<file path="src/rtl/core/intel_hex_record_decoder_unit_defines.svh">
// Assertion macros shared by the HEX decoder RTL
`ifndef INTEL_HEX_RECORD_DECODER_UNIT_DEFINES_SVH
`define INTEL_HEX_RECORD_DECODER_UNIT_DEFINES_SVH

// Checked on every clock edge outside reset
`define IHEX_ASSERT(lbl, prop, msg) \
   lbl: assert property (@(posedge clock) disable iff (reset) (prop)) else $error(msg);

// Checked on every clock edge, reset included
`define IHEX_ASSERT_ALWAYS(lbl, prop, msg) \
   lbl: assert property (@(posedge clock) (prop)) else $error(msg);

`endif

</file>
<file path="src/rtl/core/ihex_pkg.sv">
// Types, codes and helpers for the HEX record decoder
package ihex_pkg;

   localparam logic [7:0] CHAR_COLON = 8'h3A;
   localparam logic [7:0] CHAR_0     = 8'h30;
   localparam logic [7:0] CHAR_9     = 8'h39;
   localparam logic [7:0] CHAR_LA    = 8'h61;
   localparam logic [7:0] CHAR_LF    = 8'h66;
   localparam logic [7:0] CHAR_UA    = 8'h41;
   localparam logic [7:0] CHAR_UF    = 8'h46;

   // record types
   localparam logic [2:0] REC_DATA      = 3'd0;
   localparam logic [2:0] REC_EOF       = 3'd1;
   localparam logic [2:0] REC_SEGMENT   = 3'd2;
   localparam logic [2:0] REC_START_SEG = 3'd3;
   localparam logic [2:0] REC_EXT_LIN   = 3'd4;
   localparam logic [2:0] REC_START_LIN = 3'd5;

   // event kinds
   localparam logic [1:0] EV_DATA  = 2'd0;
   localparam logic [1:0] EV_EOF   = 2'd1;
   localparam logic [1:0] EV_ENTRY = 2'd2;
   localparam logic [1:0] EV_ERROR = 2'd3;

   // error codes
   localparam logic [1:0] ERR_BAD_DIGIT = 2'd0;
   localparam logic [1:0] ERR_BAD_TYPE  = 2'd1;
   localparam logic [1:0] ERR_SEGMENT   = 2'd2;
   localparam logic [1:0] ERR_CHECKSUM  = 2'd3;

   typedef logic [7:0]  char_type;
   typedef logic [1:0]  kind_type;
   typedef logic [31:0] word_type;
   typedef logic [1:0]  code_type;

   typedef enum logic [1:0] {
      PH_WAIT,
      PH_HEADER,
      PH_DATA,
      PH_CHECK
   } phase_type;

   // {valid, nibble}
   function automatic logic [4:0] hex_decode(input logic [7:0] c);
      logic [7:0] diff;
      logic [4:0] res;
      res = 5'd0;
      if (c >= CHAR_0 && c <= CHAR_9) begin
         diff = c - CHAR_0;
         res  = {1'b1, diff[3:0]};
      end else if (c >= CHAR_LA && c <= CHAR_LF) begin
         diff = c - CHAR_LA;
         res  = {1'b1, diff[3:0] + 4'd10};
      end else if (c >= CHAR_UA && c <= CHAR_UF) begin
         diff = c - CHAR_UA;
         res  = {1'b1, diff[3:0] + 4'd10};
      end
      return res;
   endfunction

endpackage

</file>
<file path="src/rtl/core/ihex_req_if.sv">
// Request channel: one text character per request
interface ihex_req_if;
   import ihex_pkg::*;

   logic     valid;
   logic     ready;
   char_type text_char;

   modport source (output valid, output text_char, input ready);
   modport sink   (input valid, input text_char, output ready);
endinterface

</file>
<file path="src/rtl/core/ihex_rsp_if.sv">
// Response channel: decoded events, at most one event per request
interface ihex_rsp_if;
   import ihex_pkg::*;

   logic     valid;
   logic     ready;
   kind_type event_kind;
   word_type payload;
   word_type byte_address;
   logic     run_start;
   code_type error_code;

   modport source (output valid, output event_kind, output payload, output byte_address,
                   output run_start, output error_code, input ready);
   modport sink   (input valid, input event_kind, input payload, input byte_address,
                   input run_start, input error_code, output ready);
endinterface

</file>
<file path="src/rtl/core/intel_hex_record_decoder_unit.sv">
// HEX record decoder: takes one character per cycle, unless the response side stalls,
// and reports data bytes, entry addresses, end of file and errors. Each accepted
// character is held in an input register, is decoded in a single pass that updates
// the parser state, and any event it produces is held in the response register.
// One request is taken every cycle as long as the response side keeps up; the only
// limit is the one decode pass per character. Nothing needs clearing after reset.
// After an end-of-file record all input is swallowed until reset.
module intel_hex_record_decoder_unit (
   input  logic       clock,
   input  logic       reset,
   input  logic       csr_write_enable,
   input  logic       csr_write_data,
   ihex_req_if.sink   req_chan,
   ihex_rsp_if.source rsp_chan
);
   import ihex_pkg::*;
   `include "intel_hex_record_decoder_unit_defines.svh"

   logic      in_valid_ff;
   char_type  in_char_ff;
   logic      check_enable_ff;

   phase_type phase_ff, phase_in;
   logic [8:0]  nibble_count_ff, nibble_count_in;
   logic [3:0]  high_nibble_ff, high_nibble_in;
   logic [7:0]  record_length_ff, record_length_in;
   logic [15:0] record_offset_ff, record_offset_in;
   logic [2:0]  record_kind_ff, record_kind_in;
   logic [7:0]  sum_ff, sum_in;
   logic [31:0] value_ff, value_in;
   logic [15:0] upper_ff, upper_in;
   logic [31:0] expected_ff, expected_in;
   logic        run_open_ff, run_open_in;
   logic        file_done_ff, file_done_in;

   logic      rsp_valid_ff;
   kind_type  rsp_kind_ff, rsp_kind_in;
   word_type  rsp_payload_ff, rsp_payload_in;
   word_type  rsp_address_ff, rsp_address_in;
   logic      rsp_run_ff, rsp_run_in;
   code_type  rsp_code_ff, rsp_code_in;
   logic      emit;

   logic        out_free;
   logic        advance;
   logic        req_ready;
   logic [4:0]  decoded;
   logic [3:0]  nib;
   logic [7:0]  byte_val;
   logic [7:0]  idx;
   logic [8:0]  nc_inc;
   logic [31:0] addr;
   logic        do_finish;
   logic        do_begin;

   assign out_free  = !rsp_valid_ff || rsp_chan.ready;
   assign advance   = in_valid_ff && out_free;
   assign req_ready = !in_valid_ff || advance;
   assign req_chan.ready = req_ready;

   assign decoded  = hex_decode(in_char_ff);
   assign nib      = decoded[3:0];
   assign byte_val = {high_nibble_ff, nib};
   assign idx      = nibble_count_ff[8:1];
   assign nc_inc   = nibble_count_ff + 9'd1;
   assign addr     = {upper_ff, record_offset_ff} + {24'd0, idx};

   always_comb begin
      phase_in         = phase_ff;
      nibble_count_in  = nibble_count_ff;
      high_nibble_in   = high_nibble_ff;
      record_length_in = record_length_ff;
      record_offset_in = record_offset_ff;
      record_kind_in   = record_kind_ff;
      sum_in           = sum_ff;
      value_in         = value_ff;
      upper_in         = upper_ff;
      expected_in      = expected_ff;
      run_open_in      = run_open_ff;
      file_done_in     = file_done_ff;
      emit             = 1'b0;
      rsp_kind_in      = EV_DATA;
      rsp_payload_in   = '0;
      rsp_address_in   = '0;
      rsp_run_in       = 1'b0;
      rsp_code_in      = ERR_BAD_DIGIT;
      do_finish        = 1'b0;
      do_begin         = 1'b0;

      if (file_done_ff) begin
         // frozen until reset
      end else if (phase_ff == PH_WAIT) begin
         do_begin = (in_char_ff == CHAR_COLON);
      end else if (phase_ff == PH_CHECK && !check_enable_ff) begin
         // checksum digits skipped undecoded
         if (nibble_count_ff != 9'd0) begin
            do_finish = 1'b1;
         end else begin
            nibble_count_in = nc_inc;
         end
      end else if (!decoded[4]) begin
         phase_in    = PH_WAIT;
         do_begin    = (in_char_ff == CHAR_COLON);
         emit        = 1'b1;
         rsp_kind_in = EV_ERROR;
         rsp_code_in = ERR_BAD_DIGIT;
      end else begin
         if (phase_ff == PH_DATA) begin
            value_in = {value_ff[27:0], nib};
         end
         if (!nibble_count_ff[0]) begin
            high_nibble_in  = nib;
            nibble_count_in = nc_inc;
         end else begin
            sum_in          = sum_ff + byte_val;
            nibble_count_in = nc_inc;
            unique case (phase_ff)
               PH_HEADER: begin
                  case (idx)
                     8'd0: record_length_in = byte_val;
                     8'd1: record_offset_in = {byte_val, 8'd0};
                     8'd2: record_offset_in = {record_offset_ff[15:8], byte_val};
                     default: begin
                        if (byte_val > {5'd0, REC_START_LIN}) begin
                           phase_in    = PH_WAIT;
                           emit        = 1'b1;
                           rsp_kind_in = EV_ERROR;
                           rsp_code_in = ERR_BAD_TYPE;
                        end else if (byte_val == {5'd0, REC_SEGMENT}) begin
                           phase_in    = PH_WAIT;
                           emit        = 1'b1;
                           rsp_kind_in = EV_ERROR;
                           rsp_code_in = ERR_SEGMENT;
                        end else begin
                           record_kind_in  = byte_val[2:0];
                           nibble_count_in = 9'd0;
                           phase_in = (record_length_ff != 8'd0) ? PH_DATA : PH_CHECK;
                        end
                     end
                  endcase
               end
               PH_DATA: begin
                  if (record_kind_ff == REC_DATA) begin
                     emit           = 1'b1;
                     rsp_kind_in    = EV_DATA;
                     rsp_payload_in = {24'd0, byte_val};
                     rsp_address_in = addr;
                     rsp_run_in     = !run_open_ff || (addr != expected_ff);
                     expected_in    = addr + 32'd1;
                     run_open_in    = 1'b1;
                  end
                  if (nc_inc >= {record_length_ff, 1'b0}) begin
                     nibble_count_in = 9'd0;
                     phase_in        = PH_CHECK;
                  end
               end
               PH_CHECK: do_finish = 1'b1;
               PH_WAIT:  ;
            endcase
         end
      end

      if (do_finish) begin
         phase_in        = PH_WAIT;
         nibble_count_in = 9'd0;
         if (check_enable_ff && sum_in != 8'd0) begin
            emit        = 1'b1;
            rsp_kind_in = EV_ERROR;
            rsp_code_in = ERR_CHECKSUM;
         end else begin
            case (record_kind_ff) inside
               REC_EOF: begin
                  file_done_in = 1'b1;
                  emit         = 1'b1;
                  rsp_kind_in  = EV_EOF;
               end
               REC_START_SEG, REC_START_LIN: begin
                  emit           = 1'b1;
                  rsp_kind_in    = EV_ENTRY;
                  rsp_payload_in = value_in;
               end
               REC_EXT_LIN: upper_in = value_in[15:0];
               default: ;
            endcase
         end
      end

      if (do_begin) begin
         phase_in         = PH_HEADER;
         nibble_count_in  = 9'd0;
         high_nibble_in   = 4'd0;
         record_length_in = 8'd0;
         record_offset_in = 16'd0;
         record_kind_in   = REC_DATA;
         sum_in           = 8'd0;
         value_in         = 32'd0;
      end
   end

   always_ff @(posedge clock) begin
      if (reset) begin
         in_valid_ff <= 1'b0;
      end else if (req_chan.valid && req_ready) begin
         in_valid_ff <= 1'b1;
      end else if (advance) begin
         in_valid_ff <= 1'b0;
      end
      if (req_chan.valid && req_ready) begin
         in_char_ff <= req_chan.text_char;
      end
   end

   always_ff @(posedge clock) begin
      if (reset) begin
         check_enable_ff <= 1'b1;
      end else if (csr_write_enable) begin
         check_enable_ff <= csr_write_data;
      end
   end

   always_ff @(posedge clock) begin
      if (reset) begin
         phase_ff         <= PH_WAIT;
         nibble_count_ff  <= 9'd0;
         high_nibble_ff   <= 4'd0;
         record_length_ff <= 8'd0;
         record_offset_ff <= 16'd0;
         record_kind_ff   <= REC_DATA;
         sum_ff           <= 8'd0;
         value_ff         <= 32'd0;
         upper_ff         <= 16'd0;
         expected_ff      <= 32'd0;
         run_open_ff      <= 1'b0;
         file_done_ff     <= 1'b0;
      end else if (advance) begin
         phase_ff         <= phase_in;
         nibble_count_ff  <= nibble_count_in;
         high_nibble_ff   <= high_nibble_in;
         record_length_ff <= record_length_in;
         record_offset_ff <= record_offset_in;
         record_kind_ff   <= record_kind_in;
         sum_ff           <= sum_in;
         value_ff         <= value_in;
         upper_ff         <= upper_in;
         expected_ff      <= expected_in;
         run_open_ff      <= run_open_in;
         file_done_ff     <= file_done_in;
      end
   end

   always_ff @(posedge clock) begin
      if (reset) begin
         rsp_valid_ff <= 1'b0;
      end else if (out_free) begin
         rsp_valid_ff <= in_valid_ff && emit;
      end
      if (advance && emit) begin
         rsp_kind_ff    <= rsp_kind_in;
         rsp_payload_ff <= rsp_payload_in;
         rsp_address_ff <= rsp_address_in;
         rsp_run_ff     <= rsp_run_in;
         rsp_code_ff    <= rsp_code_in;
      end
   end

   assign rsp_chan.valid        = rsp_valid_ff;
   assign rsp_chan.event_kind   = rsp_kind_ff;
   assign rsp_chan.payload      = rsp_payload_ff;
   assign rsp_chan.byte_address = rsp_address_ff;
   assign rsp_chan.run_start    = rsp_run_ff;
   assign rsp_chan.error_code   = rsp_code_ff;

   `IHEX_ASSERT(a_eof_sticky, file_done_ff |=> file_done_ff, "end of file flag dropped")
   `IHEX_ASSERT(a_silent_after_eof, (file_done_ff && advance) |-> !emit, "event after end of file")
   `IHEX_ASSERT(a_stall_blocks, (in_valid_ff && rsp_valid_ff && !rsp_chan.ready) |-> !req_ready, "request taken while stalled")
   `IHEX_ASSERT(a_data_has_length, (phase_ff == PH_DATA) |-> (record_length_ff != 8'd0), "data phase with empty record")
   `IHEX_ASSERT_ALWAYS(a_reset_clears, reset |=> (!rsp_valid_ff && !in_valid_ff), "pipeline not empty after reset")
endmodule
</file>
<file path="src/flat_wrapper.sv">
// flat-port wrapper written by rule: the top's interface ports become plain ports
module intel_hex_record_decoder_unit_flat import ihex_pkg::*;
  (clock, reset, csr_write_enable, csr_write_data, req_chan_valid, req_chan_text_char, req_chan_ready, rsp_chan_valid, rsp_chan_event_kind, rsp_chan_payload, rsp_chan_byte_address, rsp_chan_run_start, rsp_chan_error_code, rsp_chan_ready);
  ihex_req_if req_chan_i ();
  ihex_rsp_if rsp_chan_i ();
  input  logic clock;
  input  logic reset;
  input  logic csr_write_enable;
  input  logic csr_write_data;
  input wire logic [$bits(req_chan_i.valid)-1:0] req_chan_valid;
  input wire logic [$bits(req_chan_i.text_char)-1:0] req_chan_text_char;
  output wire logic [$bits(req_chan_i.ready)-1:0] req_chan_ready;
  output wire logic [$bits(rsp_chan_i.valid)-1:0] rsp_chan_valid;
  output wire logic [$bits(rsp_chan_i.event_kind)-1:0] rsp_chan_event_kind;
  output wire logic [$bits(rsp_chan_i.payload)-1:0] rsp_chan_payload;
  output wire logic [$bits(rsp_chan_i.byte_address)-1:0] rsp_chan_byte_address;
  output wire logic [$bits(rsp_chan_i.run_start)-1:0] rsp_chan_run_start;
  output wire logic [$bits(rsp_chan_i.error_code)-1:0] rsp_chan_error_code;
  input wire logic [$bits(rsp_chan_i.ready)-1:0] rsp_chan_ready;
  assign req_chan_i.valid = req_chan_valid;
  assign req_chan_i.text_char = req_chan_text_char;
  assign req_chan_ready = req_chan_i.ready;
  assign rsp_chan_valid = rsp_chan_i.valid;
  assign rsp_chan_event_kind = rsp_chan_i.event_kind;
  assign rsp_chan_payload = rsp_chan_i.payload;
  assign rsp_chan_byte_address = rsp_chan_i.byte_address;
  assign rsp_chan_run_start = rsp_chan_i.run_start;
  assign rsp_chan_error_code = rsp_chan_i.error_code;
  assign rsp_chan_i.ready = rsp_chan_ready;
  intel_hex_record_decoder_unit u_core (.clock(clock), .reset(reset), .csr_write_enable(csr_write_enable), .csr_write_data(csr_write_data), .req_chan(req_chan_i), .rsp_chan(rsp_chan_i));
endmodule
</file>
<file path="config.mk">
export PLATFORM = sky130hd
export DESIGN_NAME = intel_hex_record_decoder_unit_flat
export DESIGN_NICKNAME = d
export VERILOG_FILES = /design/src/rtl/core/ihex_pkg.sv /design/src/rtl/core/ihex_req_if.sv /design/src/rtl/core/ihex_rsp_if.sv /design/src/rtl/core/intel_hex_record_decoder_unit.sv /design/src/flat_wrapper.sv
export VERILOG_INCLUDE_DIRS = /design/src /design/src/rtl/core
export SDC_FILE = /design/constraint.sdc
export NUM_CORES = 1
export LEC_CHECK = 0
export BUFFER_PORTS_ARGS = -buffer_cell sky130_fd_sc_hd__buf_2
export CAP_MARGIN = 20
export CORE_ASPECT_RATIO = 1.4
export CORE_MARGIN = 8
export CORE_UTILIZATION = 50
export CTS_BUF_LIST = sky130_fd_sc_hd__clkbuf_8 sky130_fd_sc_hd__clkbuf_16
export CTS_CLUSTER_SIZE = 24
export DETAILED_ROUTE_END_ITERATION = 16
export MAX_ROUTING_LAYER = met4
export PLACE_DENSITY_LB_ADDON = 0.05
export SETUP_SLACK_MARGIN = 0.05
export SYNTH_ARGS = -nofsm -noshare
export SYNTH_HDL_FRONTEND = slang
export SYNTH_SLANG_ARGS = --single-unit
</file>
<file path="constraint.sdc">
create_clock -name clock -period 8.95 [get_ports clock]
set_clock_uncertainty 0.05 [all_clocks]
set_input_delay 0.4475 -clock clock [delete_from_list [all_inputs] [get_ports clock]]
set_output_delay 0.4475 -clock clock [all_outputs]
set_load 0.02 [all_outputs]
</file>
Word level (Yosys, flattened, before mapping)
Cells that the tools add are included.

Flip-flop bits (word level): 212. Output and inout port bits: 71.

$add $sub $neg: 9. Order comparisons: 8. Eq/ne operators: 28. Mux-type cells: 135. Bitwise gates (word level): 10. Reductions and logical operators: 43.

Operators by type and width (count): 32-bit two-way mux (16); 8-bit two-way mux (15); 16-bit two-way mux (7); 9-bit two-way mux (12); 2-bit two-way mux (35); 32-bit by 1-bit adder with 32-bit output, second input constant (1); 32-bit by 8-bit adder with 32-bit output (1); 32-bit != test (1); 16-bit case mux with 2 select lines (1); 8-bit AND reduction (4); 3-bit two-way mux (10); 1-bit two-way mux (27); 4-bit two-way mux (6); 9-bit case mux with 2 select lines (1); 8-bit by 2-bit == test with 1-bit output, second input constant (2); 8-bit by 7-bit >= comparator with 1-bit output, second input constant (2); 8-bit by 7-bit <= comparator with 1-bit output, second input constant (2); 8-bit nonzero test (2); 5-bit two-way mux (3); 5-bit != test, second input constant (3); 2-bit by 1-bit != test with 1-bit output, second input constant (6); 6-bit AND reduction (2); 2-bit nonzero test (6); 4-bit by 1-bit subtractor with 4-bit output, second input constant (3); other kinds (38) (65).

Longest topological paths before layout
Depth after elaboration: 20. Mapped depth: 21.

Worst setup path after synthesis
No wires, ideal clock.

Path type: register to register. Start: register u_core.in_char_ff[7]. End: register u_core.rsp_address_ff[0], in the netlist u_core.rsp_chan.byte_address[0], enable pin. Setup time: 519 ps. Data arrival time: 7029 ps. Setup slack: 1352 ps. Stages on the path, launching flop included: 19. Buffers on the path: 1. Cells stage by stage: edfxtp_1 > or4bb_1 > a21oi_2 > a21o_1 > clkbuf_1 > nand2_1 > inv_1 > ha_1 > inv_1 > fa_1 > nand2b_1 > a21oi_1 > o21a_1 > or3_1 > a211oi_1 > o2111ai_1 > and2_1 > nand2_1 > a21oi_1.

Word-level cells in the longest chain between the ends: 20. Elaborated cells between the ends (all ways): 40. Classes of those cells: add/sub (1); order compare (7); eq/ne (1); mux (25); reduce/logical (6).

RTL lines: start: declaration (line intel_hex_record_decoder_unit.sv:20) `char_type in_char_ff;`; start signal: assignment (line intel_hex_record_decoder_unit.sv:209) `in_char_ff <= req_chan.text_char;`; 8-bit by 7-bit >= comparator with 1-bit output / 8-bit by 7-bit <= comparator with 1-bit output (equally long branches) (line ihex_pkg.sv:55) `end else if (c >= CHAR_UA && c <= CHAR_UF) begin`; 1-bit logical AND (line ihex_pkg.sv:55); 5-bit two-way mux (line ihex_pkg.sv:55); 5-bit two-way mux (line ihex_pkg.sv:52) `end else if (c >= CHAR_LA && c <= CHAR_LF) begin`; 5-bit two-way mux (*) (line ihex_pkg.sv:49) `if (c >= CHAR_0 && c <= CHAR_9) begin`; parallel branches: the longest is 13 deep, another holds 8-bit by 3-bit greater-than comparator with 1-bit output; 1-bit two-way mux (*) (line intel_hex_record_decoder_unit.sv:163) `if (do_finish) begin`; 1-bit logical AND (*) (line intel_hex_record_decoder_unit.sv:257) `if (advance && emit) begin`; end signal: assignment (line intel_hex_record_decoder_unit.sv:260) `rsp_address_ff <= rsp_address_in;`; end: declaration (line intel_hex_record_decoder_unit.sv:39) `word_type rsp_address_ff, rsp_address_in;`.

Every way passes the cells marked *. A chain may end at the register's enable or synchronous reset.

Final worst setup path
Start: register u_core.in_char_ff[3]. End: register u_core.rsp_payload_ff[8], in the netlist u_core.rsp_chan.payload[8], enable pin.

Word-level cells in the longest chain between the ends: 20. Elaborated cells between the ends (all ways): 45. Classes of those cells: add/sub (6); order compare (7); eq/ne (1); mux (25); reduce/logical (6).

RTL lines: 4-bit by 1-bit subtractor with 4-bit output (tied with other cells) (line ihex_pkg.sv:53, ihex_pkg.sv:56); 4-bit adder / 1-bit logical AND (equally long branches) (line ihex_pkg.sv:54, ihex_pkg.sv:57, ihex_pkg.sv:55); 5-bit two-way mux (line ihex_pkg.sv:55); 5-bit two-way mux (line ihex_pkg.sv:52); 5-bit two-way mux (*) (line ihex_pkg.sv:49); parallel branches: the longest is 13 deep, another holds 8-bit by 3-bit greater-than comparator with 1-bit output; 1-bit two-way mux (*) (line intel_hex_record_decoder_unit.sv:163); 1-bit logical AND (*) (line intel_hex_record_decoder_unit.sv:257); end signal: assignment (line intel_hex_record_decoder_unit.sv:259) `rsp_payload_ff <= rsp_payload_in;`; end: declaration (line intel_hex_record_decoder_unit.sv:38) `word_type rsp_payload_ff, rsp_payload_in;`.

Marks and branches as above.

==> flow_summary.toml <==
[outcome]
status = "complete, no violations"

[global_routing]
antenna_found_initial = 0
grt_pass1_wl_mm = 53.6
grt_pass1_vias = 10100
grt_remaining_overflow = 0
grt_usage_pct = 22.6
grt_max_degree = 50

[floorplan]
fp.coreArea_mm2 = 0.0239
ios = 85
die-area_mm2 = 0.0296
die_x_um = 148
start_util_pct = 50.8
row_count = 67
die_h_um = 200

[routing]
wire_per_inst_um = 19.0
drt_iter0_drc = 659
routed_via_density = 5.90
ant_nets = 0
drt_first_pass_iters = 6
totalWireLength_mm = 33.3
via_count = 10300
drcViolationCount = 0

[clock_tree]
post_cts_resized = 0
cts_buffer_depth = 3
root_buffer = "clkbuf_16"
postCtsSetupRepairBufs = 0
insertion_delay_ns = 0.53
cts_hold_buf = 0
cts.sinks = 212
cts.clk_slew.worst_paths_ns = 0.06
cts-htree-levels = 1
cts_made_buffers = 24
cts_tree = "built"

[synthesis]
syn-instance-count = 1379
synth_area_leaders = "dfxtp_1, edfxtp_1, nand2_1, nor2_1, xnor2_1"
async_flop_share_pct = 0
ys_warn_count = 0
synth_enable_flop_cells = 77
synth.avg_cell_area_um2 = 8.80
netlist.area_leader.share_pct = 22.3
ys_dominant_reg_cell = "dfxtp_1"
synth_cell_type_count = 92
synth_seq_cells = 212
synthesis.area_mm2 = 0.0121
yosys.area.top_type = "dfxtp_1"
synth_seq_area_share_pct = 41.3
synth_fp_nets = 1429

[critical_path]
worst_ep_required_time_ns = 9.07
crit_slowest_cell = "or4b_1"
cp_slowest_stage_delay_ns = 0.55
r2r_slack_ns = 3.37
critPathCaptureType = "register"
cpLargestDelayFamily = "compound AO/OA/AOI/OAI gates"
crit_fanout = 38
worst_setup_path_start_kind = "register"
crit_chain = "or4b_1 > a21oi_1 > a21o_1 > nand2_1 > inv_1 > ha_1 > inv_1 > fa_1 > nand2b_1 > a21oi_1 > o21a_1 > or3_1 > a211oi_1 > o2111ai_1 > and2_1 > nand2_1 > a21oi_4 > buf_4"
arrival_ns = 5.70
cp_num_buf_inv = 3
crit_type = "reg2reg"

[placement]
gp_congestion = 0.868
portBuffers = 84
dpl.hpwl_mm = 24.0

[power]
ir_worst_vdd_mv = 0.133
power.density_mw_per_mm2 = 146
p_total_mw = 1.96
p_leak_nw = 4.84

[cells_and_area]
drive_above_1_share_pct = 12.8
nets = 1474
area_growth_pct = 10.7
insertedDiodeCount = 0

[min_path]
hold_path_class = "in2reg"

[sta]
worst_slew_pin_slew_ns = 1.07
finalHoldViolCount = 0
max-slew-margin-rel_pct = 28.5
setup_viol = 0
setup_tns_ns = 0
fin_crit_sh_pct = 62.3
slew_viol_final = 0
fin_crit_ns = 5.58
rsz0062_at_grt = "no"
timing.fmax_mhz = 179

[job]
cap_violations = 0
cell usage after synthesis (11+ instances only):
master	instances
nand2_1	178
nor2_1	163
dfxtp_1	135
edfxtp_1	77
a21oi_1	71
nand3_1	65
clkbuf_1	63
xnor2_1	49
o21ai_0	42
a22oi_1	38
ha_1	34
inv_1	34
xor2_1	30
and2_1	26
mux2i_1	20
a21boi_0	19
nand4_1	19
nor3_1	18
nor4_1	17
o211ai_1	14
a211oi_1	13
o31ai_1	13
or3_1	12
a311oi_1	11
worst reg2reg max path: cells and delay by family (launching register included):
kind,cells,cell delay (ns)
AO/OA/AOI/OAI,7,1.90
adder cells (fa/ha/maj),2,0.56
buffers and inverters,3,0.66
AND/OR/NAND/NOR,6,1.55
flip-flops,1,0.49
metrics by stage:
step                      utilization, %  instance area [um2]  hold WS (ns)  setup slack (ns)  std cells
after floorplan                        -                12100         0.386              1.35       1379
final                               56.2                13400        0.0452              3.37       1752
after CTS                           56.1                13400        0.0266              2.62       1751
after detailed placement            53.1                12700         0.404              2.66       1707
after global routing                56.2                13400        0.0251              3.00       1752
after global placement              53.1                12700         0.397              2.81       1707
metal layers:
| metal | share of wire (%) | global-route usage, % | routed length (um) | vias to the layer above |
|---|---|---|---|---|
| met5 | 0 | - | 0 | - |
| met4 | 3.5 | 8.91 | 1170 | 0 |
| met3 | 4.6 | 3.07 | 1530 | 71 |
| met2 | 48 | 37.6 | 16100 | 287 |
| met1 | 43 | 27.1 | 14500 | 4884 |
| li1 | - | - | - | 5096 |
layout by cell type (no fill, tap or decap), drive strengths merged, types with 14 or more instances in the layout:
| cell type | instances |
|---|---|
| nor4 | 21 |
| o21ai | 48 |
| nor2 | 164 |
| dfxtp | 135 |
| o31ai | 14 |
| or3 | 14 |
| mux2i | 20 |
| clkbuf | 26 |
| nand2 | 178 |
| inv | 40 |
| a211oi | 14 |
| and2 | 30 |
| edfxtp | 77 |
| a21boi | 20 |
| a22oi | 38 |
| nand3 | 65 |
| nand4 | 19 |
| buf | 100 |
| nor3 | 21 |
| ha | 34 |
| a21oi | 72 |
| o211ai | 14 |
| xnor2 | 49 |
| xor2 | 30 |
cell families (layout without fill, tap and decap cells):
group	after synthesis	count (layout)	synth area share, %
DFF	212	212	41.3
AOI/OAI and AO/OA	320	320	18.5
muxes	22	22	1.84
and+or+nand+nor	592	592	23.9
buffers and inverters	116	179	4.48
xor gates and xnor gates	81	81	6.08
adders and majority gates	36	36	3.84
where the power goes:
part / leakage, nW / switching, mW / total [mW] / internal, mW
logic: 2.51 / 0.0272 / 0.0370 / 0.00979
clock network: 0.380 / 0.413 / 0.924 / 0.511
registers: 1.95 / 0.00332 / 0.998 / 0.995
total: 4.84 / 0.443 / 1.96 / 1.52
path summary, 6_finish.rpt:
kind	to	cells after the start	start
worst min-delay path	u_core.in_char_ff[3]$_DFFE_PP_	1	req_chan_text_char[3]
worst max-delay path	u_core.rsp_chan.payload[8]$_SDFFCE_PP0P_	18	u_core.in_char_ff[3]$_DFFE_PP_
worst min register to register	u_core.record_offset_ff[4]$_SDFFE_PP0P_	2	u_core.record_offset_ff[4]$_SDFFE_PP0P_
worst max register to register	u_core.rsp_chan.payload[8]$_SDFFCE_PP0P_	18	u_core.in_char_ff[3]$_DFFE_PP_
cell type report:
cell class / count / area (um2)
fillers: 2226 / 10500
clock buffers: 26 / 628
multi-input cells: 1051 / 6610
flip-flops and latches: 212 / 5010
inverters: 35 / 131
well taps: 310 / 388
repair buffers: 100 / 556
clock inverters: 18 / 110
state kept, by name, indices dropped and copies added, names as in the netlist:
signal	count
u_core.check_enable_ff	1
u_core.expected_ff	32
u_core.file_done_ff	1
u_core.high_nibble_ff	4
u_core.in_char_ff	8
u_core.in_valid_ff	1
u_core.nibble_count_ff	9
u_core.phase_ff	2
u_core.record_kind_ff	3
u_core.record_length_ff	8
u_core.record_offset_ff	16
u_core.rsp_chan.byte_address	32
u_core.rsp_chan.error_code	2
u_core.rsp_chan.event_kind	2
u_core.rsp_chan.payload	32
u_core.rsp_chan.run_start	1
u_core.rsp_chan.valid	1
u_core.run_open_ff	1
u_core.sum_ff	8
u_core.upper_ff	16
u_core.value_ff	32
Power figures use the tool's default switching activity.
